$ cat config.mk
export PLATFORM = sky130hd
export DESIGN_NAME = date_add_days_weekday_core
export DESIGN_NICKNAME = d
export VERILOG_FILES = /design/src/rtl/dadw_pkg.sv /design/src/rtl/dadw_datapath.sv /design/src/rtl/dadw_ctrl.sv /design/src/rtl/date_add_days_weekday_core.sv
export SDC_FILE = /design/constraint.sdc
export NUM_CORES = 1
export LEC_CHECK = 0
export BUFFER_PORTS_ARGS = -buffer_cell sky130_fd_sc_hd__buf_2
export CAP_MARGIN = 20
export CORE_MARGIN = 4
export CORE_UTILIZATION = 47
export DETAILED_ROUTE_END_ITERATION = 10
export GPL_TIMING_DRIVEN = 1
export PLACE_DENSITY = 0.73
export SLEW_MARGIN = 25
export SYNTH_ARGS = -nofsm -noshare
export SYNTH_HDL_FRONTEND = slang
export SYNTH_SLANG_ARGS = --single-unit
$ cat constraint.sdc
create_clock -name clk -period 14.45 [get_ports clk]
set_clock_uncertainty 0.05 [all_clocks]
set_input_delay 0.7225 -clock clk [delete_from_list [all_inputs] [get_ports clk]]
set_output_delay 0.7225 -clock clk [all_outputs]
set_load 0.01 [all_outputs]
$ cat src/rtl/dadw_pkg.sv
// Shared types, constants and calendar helpers for the date shifter.
// Used by the controller, the datapath, the top level and the checker.
`timescale 1ns / 1ps
`default_nettype none

package dadw_pkg;

  localparam int YEAR_W = 14;
  localparam int MON_W  = 4;
  localparam int DAY_W  = 5;
  localparam int CNT_W  = 10;
  localparam int STAT_W = 2;
  localparam int WDAY_W = 3;
  localparam int CEN_W  = 7;   // century and year-of-century fields
  localparam int D_W    = 12;  // signed running day, covers 1-1023 .. 31+1023
  localparam int PROD_W = 27;  // year times reciprocal of 100
  localparam int U_W    = 9;   // biased weekday sum, 15..419

  localparam logic [YEAR_W-1:0] YEAR_MAX   = 14'd9999;
  localparam logic [MON_W-1:0]  MONTHS     = 4'd12;
  localparam logic [CEN_W-1:0]  CEN_LAST   = 7'd99;
  localparam logic [CEN_W-1:0]  HUNDRED    = 7'd100;
  localparam logic [12:0]       RECIP_100  = 13'd5243;  // floor(n/100) = n*5243 >> 19
  localparam int                RECIP_SHIFT = 19;
  localparam logic [9:0]        WDAY_BIAS  = 10'd210;   // multiple of 7, keeps sum positive

  localparam logic [STAT_W-1:0] STAT_OK    = 2'd0;
  localparam logic [STAT_W-1:0] STAT_BAD   = 2'd1;
  localparam logic [STAT_W-1:0] STAT_RANGE = 2'd2;

  typedef enum logic [2:0] {
    S_IDLE,
    S_SPLIT,
    S_CHECK,
    S_WALK,
    S_WDAY,
    S_EMIT
  } state_t;

  typedef struct packed {
    logic load;
    logic split;
    logic check;
    logic step;
    logic wday;
    logic emit;
  } dp_cmd_t;

  typedef struct packed {
    logic start_ok;
    logic walk_fin;
    logic oor;
  } dp_stat_t;

  // Gregorian rule on a year held as century and year of century
  function automatic logic is_leap(input logic [CEN_W-1:0] c, input logic [CEN_W-1:0] yy);
    return ((yy[1:0] == 2'd0) && (yy != '0)) || ((yy == '0) && (c[1:0] == 2'd0));
  endfunction

  function automatic logic [DAY_W-1:0] month_len(input logic [MON_W-1:0] m, input logic leap);
    logic [DAY_W-1:0] len;
    case (m)
      4'd2:    len = leap ? 5'd29 : 5'd28;
      4'd4, 4'd6, 4'd9, 4'd11: len = 5'd30;
      default: len = 5'd31;
    endcase
    return len;
  endfunction

  // (13*m' - 1) / 5 with m' counted from March
  function automatic logic [DAY_W-1:0] month_offset(input logic [MON_W-1:0] m);
    logic [DAY_W-1:0] off;
    case (m)
      4'd3:    off = 5'd2;
      4'd4:    off = 5'd5;
      4'd5:    off = 5'd7;
      4'd6:    off = 5'd10;
      4'd7:    off = 5'd12;
      4'd8:    off = 5'd15;
      4'd9:    off = 5'd18;
      4'd10:   off = 5'd20;
      4'd11:   off = 5'd23;
      4'd12:   off = 5'd25;
      4'd1:    off = 5'd28;
      4'd2:    off = 5'd31;
      default: off = 5'd0;
    endcase
    return off;
  endfunction

endpackage

`default_nettype wire

$ cat src/rtl/dadw_datapath.sv
// Datapath of the date shifter: input registers, year split, month walk,
// weekday sum and result registers. Depends on dadw_pkg.
`timescale 1ns / 1ps
`default_nettype none

module dadw_datapath #(
  parameter int unsigned MAX_DAY_COUNT = 1000
) (
  input  logic                             clk,
  input  logic                             rst,
  input  dadw_pkg::dp_cmd_t                cmd,
  output dadw_pkg::dp_stat_t               stat,
  input  logic                             func,
  input  logic [dadw_pkg::YEAR_W-1:0]      start_year,
  input  logic [dadw_pkg::MON_W-1:0]       start_month,
  input  logic [dadw_pkg::DAY_W-1:0]       start_day,
  input  logic [dadw_pkg::CNT_W-1:0]       day_count,
  output logic                             done,
  output logic [dadw_pkg::STAT_W-1:0]      status,
  output logic [dadw_pkg::YEAR_W-1:0]      result_year,
  output logic [dadw_pkg::MON_W-1:0]       result_month,
  output logic [dadw_pkg::DAY_W-1:0]       result_day,
  output logic [dadw_pkg::WDAY_W-1:0]      weekday
);
  import dadw_pkg::*;

  localparam int unsigned CNT_FULL = (1 << CNT_W) - 1;
  localparam int unsigned CNT_LIM  = (MAX_DAY_COUNT > CNT_FULL) ? CNT_FULL : MAX_DAY_COUNT;

  logic                    sub;
  logic [YEAR_W-1:0]       sy;
  logic [MON_W-1:0]        sm;
  logic [DAY_W-1:0]        sd;
  logic [CNT_W-1:0]        cnt;
  logic [PROD_W-1:0]       prod;
  logic [CEN_W-1:0]        sc, syy;
  logic [CEN_W-1:0]        c, yy;
  logic [MON_W-1:0]        m;
  logic signed [D_W-1:0]   d;
  logic                    oor;
  logic                    bad;
  logic [U_W-1:0]          u;

  // year split
  logic [7:0]              c_full;
  logic [YEAR_W-1:0]       yy_full;

  // walk
  logic [DAY_W-1:0]        len_cur;
  logic signed [D_W-1:0]   len_cur_s;
  logic [MON_W-1:0]        m_prev;
  logic [CEN_W-1:0]        c_prev, yy_prev;
  logic                    wrap_low;
  logic signed [D_W-1:0]   len_prev_s;

  // weekday
  logic                    use_start;
  logic [CEN_W-1:0]        zc, zyy, zc_a, zyy_a;
  logic [MON_W-1:0]        zm;
  logic [DAY_W-1:0]        zd;
  logic [9:0]              v;
  logic [4:0]              s1;
  logic [3:0]              s2;
  logic [WDAY_W-1:0]       wd;

  assign c_full  = prod[RECIP_SHIFT +: 8];
  assign yy_full = sy - YEAR_W'(c_full) * YEAR_W'(HUNDRED);

  assign stat.start_ok = (sy != '0) && (sy <= YEAR_MAX) && (sm != '0) && (sm <= MONTHS) &&
                         (sd != '0) && (sd <= month_len(sm, is_leap(sc, syy)));

  assign len_cur   = month_len(m, is_leap(c, yy));
  assign len_cur_s = signed'(D_W'(len_cur));
  assign stat.walk_fin = sub ? (d > signed'(D_W'(0))) : (d <= len_cur_s);
  assign stat.oor  = oor;

  // previous month, with year borrow
  always_comb begin
    m_prev   = m - 4'd1;
    c_prev   = c;
    yy_prev  = yy;
    wrap_low = 1'b0;
    if (m == 4'd1) begin
      m_prev = MONTHS;
      if (yy == '0) begin
        yy_prev = CEN_LAST;
        c_prev  = c - 7'd1;
      end else begin
        yy_prev = yy - 7'd1;
      end
      wrap_low = (c == '0) && (yy == 7'd1);
    end
  end
  assign len_prev_s = signed'(D_W'(month_len(m_prev, is_leap(c_prev, yy_prev))));

  // Zeller sum: Jan and Feb count as months 11 and 12 of the year before
  always_comb begin
    use_start = bad || oor;
    zc  = use_start ? sc  : c;
    zyy = use_start ? syy : yy;
    zm  = use_start ? sm  : m;
    zd  = use_start ? sd  : d[DAY_W-1:0];
    zc_a  = zc;
    zyy_a = zyy;
    if (zm == 4'd1 || zm == 4'd2) begin
      if (zyy == '0) begin
        zyy_a = CEN_LAST;
        zc_a  = zc - 7'd1;
      end else begin
        zyy_a = zyy - 7'd1;
      end
    end
    v = WDAY_BIAS + 10'(zd) + 10'(month_offset(zm)) + 10'(zyy_a) + 10'(zyy_a >> 2) +
        10'(zc_a >> 2) - {2'b00, zc_a, 1'b0};
  end

  // mod 7 by folding octal digits (8 = 1 mod 7)
  always_comb begin
    s1 = 5'(u[8:6]) + 5'(u[5:3]) + 5'(u[2:0]);
    s2 = 4'(s1[4:3]) + 4'(s1[2:0]);
    wd = (s2 >= 4'd7) ? WDAY_W'(s2 - 4'd7) : WDAY_W'(s2);
  end

  always_ff @(posedge clk) begin
    if (cmd.load) begin
      sub  <= func;
      sy   <= start_year;
      sm   <= start_month;
      sd   <= start_day;
      cnt  <= (day_count > CNT_W'(CNT_LIM)) ? CNT_W'(CNT_LIM) : day_count;
      prod <= PROD_W'(start_year) * PROD_W'(RECIP_100);
    end
    if (cmd.split) begin
      sc  <= c_full[CEN_W-1:0];
      syy <= yy_full[CEN_W-1:0];
      c   <= c_full[CEN_W-1:0];
      yy  <= yy_full[CEN_W-1:0];
    end
    if (cmd.check) begin
      bad <= !stat.start_ok;
      oor <= 1'b0;
      m   <= sm;
      d   <= sub ? signed'(D_W'(sd) - D_W'(cnt)) : signed'(D_W'(sd) + D_W'(cnt));
    end
    if (cmd.step) begin
      if (sub) begin
        d  <= d + len_prev_s;
        m  <= m_prev;
        c  <= c_prev;
        yy <= yy_prev;
        if (wrap_low) begin
          oor <= 1'b1;
        end
      end else begin
        d <= d - len_cur_s;
        if (m == MONTHS) begin
          m <= 4'd1;
          if (yy == CEN_LAST) begin
            yy <= '0;
            c  <= c + 7'd1;
            if (c == CEN_LAST) begin
              oor <= 1'b1;
            end
          end else begin
            yy <= yy + 7'd1;
          end
        end else begin
          m <= m + 4'd1;
        end
      end
    end
    if (cmd.wday) begin
      u <= v[U_W-1:0];
    end
    if (cmd.emit) begin
      if (bad || oor) begin
        result_year  <= sy;
        result_month <= sm;
        result_day   <= sd;
      end else begin
        result_year  <= YEAR_W'(c) * YEAR_W'(HUNDRED) + YEAR_W'(yy);
        result_month <= m;
        result_day   <= d[DAY_W-1:0];
      end
      status  <= bad ? STAT_BAD : (oor ? STAT_RANGE : STAT_OK);
      weekday <= bad ? '0 : wd;
    end
  end

  always_ff @(posedge clk) begin
    if (rst) begin
      done <= 1'b0;
    end else begin
      done <= cmd.emit;
    end
  end

endmodule

`default_nettype wire

$ cat src/rtl/dadw_ctrl.sv
// Controller of the date shifter: sequences load, split, check, month walk,
// weekday and result. Depends on dadw_pkg.
`timescale 1ns / 1ps
`default_nettype none

module dadw_ctrl (
  input  logic                clk,
  input  logic                rst,
  input  logic                start,
  output logic                busy,
  output dadw_pkg::dp_cmd_t   cmd,
  input  dadw_pkg::dp_stat_t  stat
);
  import dadw_pkg::*;

  state_t state, state_next;

  always_ff @(posedge clk) begin
    if (rst) begin
      state <= S_IDLE;
    end else begin
      state <= state_next;
    end
  end

  always_comb begin
    state_next = state;
    cmd        = '0;
    busy       = 1'b1;
    unique case (state)
      S_IDLE: begin
        busy = 1'b0;
        if (start) begin
          cmd.load   = 1'b1;
          state_next = S_SPLIT;
        end
      end
      S_SPLIT: begin
        cmd.split  = 1'b1;
        state_next = S_CHECK;
      end
      S_CHECK: begin
        cmd.check  = 1'b1;
        state_next = stat.start_ok ? S_WALK : S_EMIT;
      end
      S_WALK: begin
        // one month boundary per cycle; stop early once the year leaves range
        if (stat.walk_fin || stat.oor) begin
          state_next = S_WDAY;
        end else begin
          cmd.step = 1'b1;
        end
      end
      S_WDAY: begin
        cmd.wday   = 1'b1;
        state_next = S_EMIT;
      end
      S_EMIT: begin
        cmd.emit   = 1'b1;
        state_next = S_IDLE;
      end
      default: state_next = S_IDLE;
    endcase
  end

endmodule

`default_nettype wire

$ cat src/rtl/date_add_days_weekday_core.sv
// Date shifter top level: adds or subtracts a day count from a Gregorian
// date and returns the new date with its weekday (0 Sunday). An item is taken
// when start is high and busy is low. The month walk crosses one month
// boundary per clock; the weekday and result states follow it, and an
// invalid start date goes from the check straight to the result state.
// done is high for exactly one cycle and the result is kept only until the
// next item's done; a new item may be started in the cycle that done is high.
// A day_count above MAX_DAY_COUNT is clamped to it.
// Depends on dadw_pkg, dadw_ctrl and dadw_datapath.
`timescale 1ns / 1ps
`default_nettype none

module date_add_days_weekday_core #(
  parameter int unsigned MAX_DAY_COUNT = 1000
) (
  input  logic                          clk,
  input  logic                          rst,
  input  logic                          start,
  output logic                          busy,
  input  logic                          func,
  input  logic [dadw_pkg::YEAR_W-1:0]   start_year,
  input  logic [dadw_pkg::MON_W-1:0]    start_month,
  input  logic [dadw_pkg::DAY_W-1:0]    start_day,
  input  logic [dadw_pkg::CNT_W-1:0]    day_count,
  output logic                          done,
  output logic [dadw_pkg::STAT_W-1:0]   status,
  output logic [dadw_pkg::YEAR_W-1:0]   result_year,
  output logic [dadw_pkg::MON_W-1:0]    result_month,
  output logic [dadw_pkg::DAY_W-1:0]    result_day,
  output logic [dadw_pkg::WDAY_W-1:0]   weekday
);
  import dadw_pkg::*;

  dp_cmd_t  cmd;
  dp_stat_t stat;

  dadw_ctrl u_ctrl (
    .clk   (clk),
    .rst   (rst),
    .start (start),
    .busy  (busy),
    .cmd   (cmd),
    .stat  (stat)
  );

  dadw_datapath #(
    .MAX_DAY_COUNT (MAX_DAY_COUNT)
  ) u_dp (
    .clk          (clk),
    .rst          (rst),
    .cmd          (cmd),
    .stat         (stat),
    .func         (func),
    .start_year   (start_year),
    .start_month  (start_month),
    .start_day    (start_day),
    .day_count    (day_count),
    .done         (done),
    .status       (status),
    .result_year  (result_year),
    .result_month (result_month),
    .result_day   (result_day),
    .weekday      (weekday)
  );

endmodule

`default_nettype wire

Word-level counts from Yosys, hierarchy flattened

Memories as Yosys holds them, arrays and structs flattened.
Cells that the tools add are included.

Flip-flop bits (word level): 148
Bits in read-only memories: 80
Bits of input ports: 37
Output and inout bits: 30
Logic and storage cells: 194
Memories: 1

Memories:

| name            | depth | bits a word | rd ports | clocked after memory_dff | wr ports | RTL line       | RTL |
|---|---|---|---|---|---|---|---|
| (no name shown) | 16    | 5           | 1        | 0                        | 0        | dadw_pkg.sv:73 | `case (m)` |

Add/subtract/negate cells: 24
$mul: 3
Magnitude comparators: 7
Eq/ne operators: 31
Multiplexer cells: 62
Reduce and logical (&&, ||, !) cells: 43

Operator list:

| cell                                                                             | count |
|---|---|
| 7-bit two-way mux                                                                | 20 |
| 12-bit two-way mux                                                               | 4 |
| 7-bit logical NOT                                                                | 5 |
| 5-bit case mux with 2 select lines                                               | 3 |
| 4-bit == test, second input constant                                             | 7 |
| 7-bit by 1-bit subtractor with 7-bit output, second input constant               | 4 |
| 9-bit by 5-bit adder with 9-bit output                                           | 3 |
| 14-bit by 13-bit multiplier with 27-bit output, second input constant            | 1 |
| 4-bit by 3-bit == test with 1-bit output, second input constant                  | 6 |
| 4-bit two-way mux                                                                | 6 |
| 1-bit two-way mux                                                                | 21 |
| 7-bit nonzero test                                                               | 3 |
| 4-bit by 2-bit == test with 1-bit output, second input constant                  | 4 |
| 3-bit case mux with 5 select lines                                               | 1 |
| 14-bit by 7-bit adder with 14-bit output                                         | 1 |
| 7-bit by 1-bit adder with 7-bit output, second input constant                    | 2 |
| 7-bit == test, second input constant                                             | 2 |
| 14-bit less-or-equal comparator, second input constant                           | 1 |
| 14-bit two-way mux                                                               | 1 |
| 14-bit nonzero test                                                              | 1 |
| 12-bit by 6-bit adder with 12-bit output                                         | 1 |
| 12-bit by 1-bit greater-than comparator with 1-bit output, second input constant | 1 |
| 12-bit by 6-bit less-or-equal comparator with 1-bit output                       | 1 |
| 1-bit logical AND                                                                | 12 |
| other kinds (39)                                                                 | 59 |

Longest topological paths before layout

Depth in word-level cells: 12
Mapped depth: 28
Depth with buffers taken out: 24

Hierarchy

Synthesis repeated with hierarchy kept, for this count alone.

Cells, all modules: 1368
Area, all modules: 13384.1 µm²

Modules (own cells, without submodules):

| module        | times used | cells an instance | area each (µm²) | sequential area each (µm²) |
|---|---|---|---|---|
| dadw_datapath | 1          | 1340              | 13162.6         | 3643.5 |
| dadw_ctrl     | 1          | 28                | 221.5           | 60.1 |

Worst setup path before layout

No wires, ideal clock.

Path kind: register to register
Start: register u_dp.bad
End: register u_dp.u[8], data pin
Setup time: 0.261 ns
Data arrival time: 5.992 ns
Data required time: 14.139 ns
Path slack: 8.146 ns
Cell stages (with the launch flop): 27
Buffers on the path: 4
Period minus slack after synthesis: 6.304 ns
Cell sequence: edfxtp_1 -> buf_2 -> or2_1 -> buf_4 -> clkbuf_1 -> nand2_1 -> a21boi_0 -> ha_1 -> o221a_2 -> nand4_2 -> buf_2 -> nor4_1 -> xor2_1 -> mux2i_1 -> fa_1 -> inv_1 -> fa_1 -> fa_1 -> inv_1 -> fa_1 -> inv_1 -> ha_1 -> inv_1 -> o21bai_1 -> a21oi_1 -> o21ai_0 -> xnor2_1

Cells in the longest elaborated chain, start to end: 9
Elaborated cells on any way between the ends: 22
Those cells by class: add/sub: 8; eq/ne: 2; mux: 8; reduce/logical: 3; memory: 1

RTL lines:

| item                                                                           | RTL line             | RTL |
|---|---|---|
| from (decl)                                                                    | dadw_datapath.sv:41  | `logic bad;` |
| from (signal assigned)                                                         | dadw_datapath.sv:140 | `bad <= !stat.start_ok;` |
| 1-bit logical OR *                                                             | dadw_datapath.sv:98  | `use_start = bad \|\| oor;` |
| branches (longest 7 deep; another with 8-bit by 5-bit adder with 9-bit output) | n/a                  |  |
| 9-bit by 8-bit subtractor with 9-bit output *                                  | dadw_datapath.sv:114 | `10'(zc_a >> 2) - {2'b00, zc_a, 1'b0};` |
| named net u_dp.v[8]                                                            | dadw_datapath.sv:61  | `logic [9:0] v;` |
| to (signal assigned)                                                           | dadw_datapath.sv:173 | `u <= v[U_W-1:0];` |
| to (decl)                                                                      | dadw_datapath.sv:42  | `logic [U_W-1:0] u;` |

Mark *: on every way through the listed nets, which the timed path passes.
A chain may end at the register's enable or synchronous reset.

Final worst setup path

Same ends and word-level chain as after synthesis.

==> qor.yml <==
avgSynthCellArea_um2: 9.58
grt_pass1_vias: 10400
ctsResizeCount: 0
max_freq_mhz: 145
setup_tns_ns: 0
grt_pass1_wl_um: 51300
cts_buffers: 17
dpl.cell_count: 1815
cts.path.max_buffers: 2
fillers: 2495
rows: 61
dr.first_iter.drc_count: 931
slowest_stage: "fa_1"
cts_tree: "built"
path_max_fanout: 46
relSlewSlack_pct: 36.7
synth_edf_count: 114
globalRouteMet1Util_pct: 26.1
postRouteAntennaNets: 0
whs_ns: 0.428
global_route.usage.met3_pct: 4.28
wl_um: 31000
synth.distinct_cells: 75
ys.flop_type: "edfxtp_1"
syn_area_um2: 13500
clk_pin_slew_ns: 0.06
vias_per_cell: 5.52
drv_slew: 0
hold_path.class: "primary input to flop"
worst_pin_slew_ns: 0.945
io_pins: 67
syn-num-nets: 1736
hpwl_um: 24800
grt_max_degree: 58
post_cts_buffers: 0
die_w_um: 177
cts_hold_buf: 0
synthCells: 1407
crit_type: "flop to flop"
seq_area_frac_synth_pct: 27.5
cp-end-kind: "flop"
setup_viol: 0
antenna_found_initial: 2
timing_hold_violations_final: 0
track_usage_pct: 20.3
htreeDepth: 4
clk_latency_ns: 0.42
cp_num_buf_inv: 1
core_um2: 28000
start_util_pct: 48.1
synth_warnings: 0
grt_setup_unrepaired: "false"
port-buffer-count: 66
async_reset_ff_share_pct: 0
worstPathRequired_ns: 14.56
cpPeakStageDelay_ns: 0.59
nNetsFinal: 1785
clock-sinks: 128
outcome: "completed"
crit_chain: "or2_1, buf_4, nand2_1, a21boi_0, ha_1, o221a_2, nand4_2, nor4_1, xnor2_1, mux2i_1, fa_1, fa_1, fa_1, ha_1, ha_1, a21o_1, a21oi_1, o21bai_1, a21oi_1, o21ai_0, xnor2_1"
die-height_um: 177
arrival_ns: 7.02
use_met2_pct: 34.6
antenna_cells: 0
crit_family: "adder cells"
final_cells: 1847
place_congestion: 0.914
top_usage_layer: "met2"
drc_errors: 0
num_vias: 10200
dieArea_um2: 31500
drive_gt1_share_pct: 8.58
ir_worst_vdd_mv: 0.173
root_buffer: "clkbuf_16"
routedWlPerCell_um: 16.8
p_per_area_nw_per_um2: 235
max_cap_violations: 0
period_share_pct: 47.8
synthToLayoutAreaGrowth_pct: 9.56
critical_path.startpoint_type: "flop"
p_leak_nw: 6.67
first_pass_iters: 8
overflow: 0
min_period_ns: 6.90
ys_ff_latch: 128
## worst reg2reg max path, delay by kind of cell (launching register included)
kind            cells  cell delay (ns)
fa+ha+maj           6             2.47
compound gates      7             1.66
simple gates        4             1.18
flops               1             0.52
xor+xnor            2             0.33
buf+inv             1             0.28
mux                 1             0.16
## layer usage
metal / up-vias / part of all wire (%)
met5: - / 0.11
li1: 5004 / -
met1: 4848 / 43
met2: 289 / 49
met4: 4 / 2.4
met3: 57 / 6.0
## worst paths after layout
check / cells past startpoint / slack [ns] / startpoint / endpoint
max: 21 / 7.55 / u_dp.bad / u_dp.u[8]
min: 1 / 0.43 / func / u_dp.sub
max reg2reg: 21 / 7.55 / u_dp.bad / u_dp.u[8]
min reg2reg: 0 / 0.51 / u_dp.prod[25] / u_dp.sc[6]
## area by class of cell
class                      instances  area, µm²  area share [%]
clock buffer                      17        425            2.88
clock inverter                    15        134           0.906
inverter                         239        897            6.07
multi-input combinational        995       8720            59.0
sequential                       128       3700            25.1
tap                              378        473            3.20
timing repair buffer              75        418            2.83
## report_power, final
part           leakage, nW  switching, mW  internal [mW]
clock                0.267          0.171          0.238
sequential            1.18          0.104          0.572
combinational         5.22           1.34           1.04
## per-stage QoR
stage | total power, mW | cell area [µm²] | util, % | worst slack [ns]
3_5_place_dp | 3.05 | 14200 | 50.7 | 7.55
5_1_grt | 3.89 | 14800 | 52.7 | 6.92
3_3_place_gp | 2.94 | 14200 | 50.6 | 7.82
6_report | 3.47 | 14800 | 52.7 | 7.55
2_1_floorplan | 2.51 | 13500 | - | 8.15
4_1_cts | 3.48 | 14800 | 52.7 | 7.53
## cell usage after synthesis, types with 4 or more instances
cell | number | area share (%)
clkbuf_1 | 35 | 0.97
o2111ai_1 | 5 | 0.32
dfxtp_1 | 14 | 2.1
edfxtp_1 | 114 | 25
ha_1 | 202 | 19
o21bai_1 | 11 | 0.61
o31ai_1 | 10 | 0.56
o21a_1 | 11 | 0.61
a21o_1 | 11 | 0.61
xnor2_1 | 52 | 3.4
mux2i_1 | 24 | 1.8
nor2_1 | 72 | 2.0
o221ai_1 | 5 | 0.32
and3_1 | 9 | 0.42
nand3_1 | 24 | 0.89
o22ai_1 | 11 | 0.51
xor2_1 | 25 | 1.6
a21boi_0 | 5 | 0.28
a31oi_1 | 13 | 0.60
or3_1 | 7 | 0.32
inv_1 | 239 | 6.7
nor2b_1 | 14 | 0.65
nand2b_1 | 14 | 0.65
buf_1 | 4 | 0.11
nand2_1 | 81 | 2.3
and2_1 | 7 | 0.32
a21oi_1 | 67 | 2.5
o211ai_1 | 7 | 0.39
nand4_1 | 13 | 0.60
nor4_1 | 16 | 0.74
a211oi_1 | 14 | 0.78
fa_1 | 90 | 13
nor3b_1 | 4 | 0.22
buf_2 | 5 | 0.19
or2_2 | 4 | 0.19
o21ai_0 | 67 | 2.5
nor3_1 | 32 | 1.2
## cell families (layout without fill, tap and decap cells)
group                    Yosys count  in the layout  share of synthesized area, %
AND/OR/NAND/NOR                  314            314                          11.5
adder cells (fa/ha/maj)          292            292                          32.1
buffers and inverters            284            346                          7.98
AO/OA/AOI/OAI                    283            283                          13.6
flip-flops                       128            128                          27.5
XOR/XNOR                          77             77                          5.00
multiplexers                      29             29                          2.28
## placed cells by master, fill, tap and decap left out, types with 52 or more instances in the layout
cell type / Yosys / final
inv_1: 239 / 239
ha_1: 202 / 202
edfxtp_1: 114 / 114
fa_1: 90 / 90
nand2_1: 81 / 81
nor2_1: 72 / 71
o21ai_0: 67 / 67
a21oi_1: 67 / 67
buf_2: 5 / 66
xnor2_1: 52 / 52
## flip-flops by register name (all words and copies together) (netlist names), 4 cells and up
name               cells
u_dp.result_year      14
u_dp.result_day        5
u_dp.prod              8
u_dp.u                 9
u_dp.yy                7
u_dp.d                12
u_dp.sy               13
u_dp.sm                4
u_dp.sd                5
u_dp.result_month      4
u_dp.cnt              10
u_dp.m                 4
u_dp.sc                7
u_dp.c                 7
u_dp.syy               7
Power figures use the tool's default switching activity.
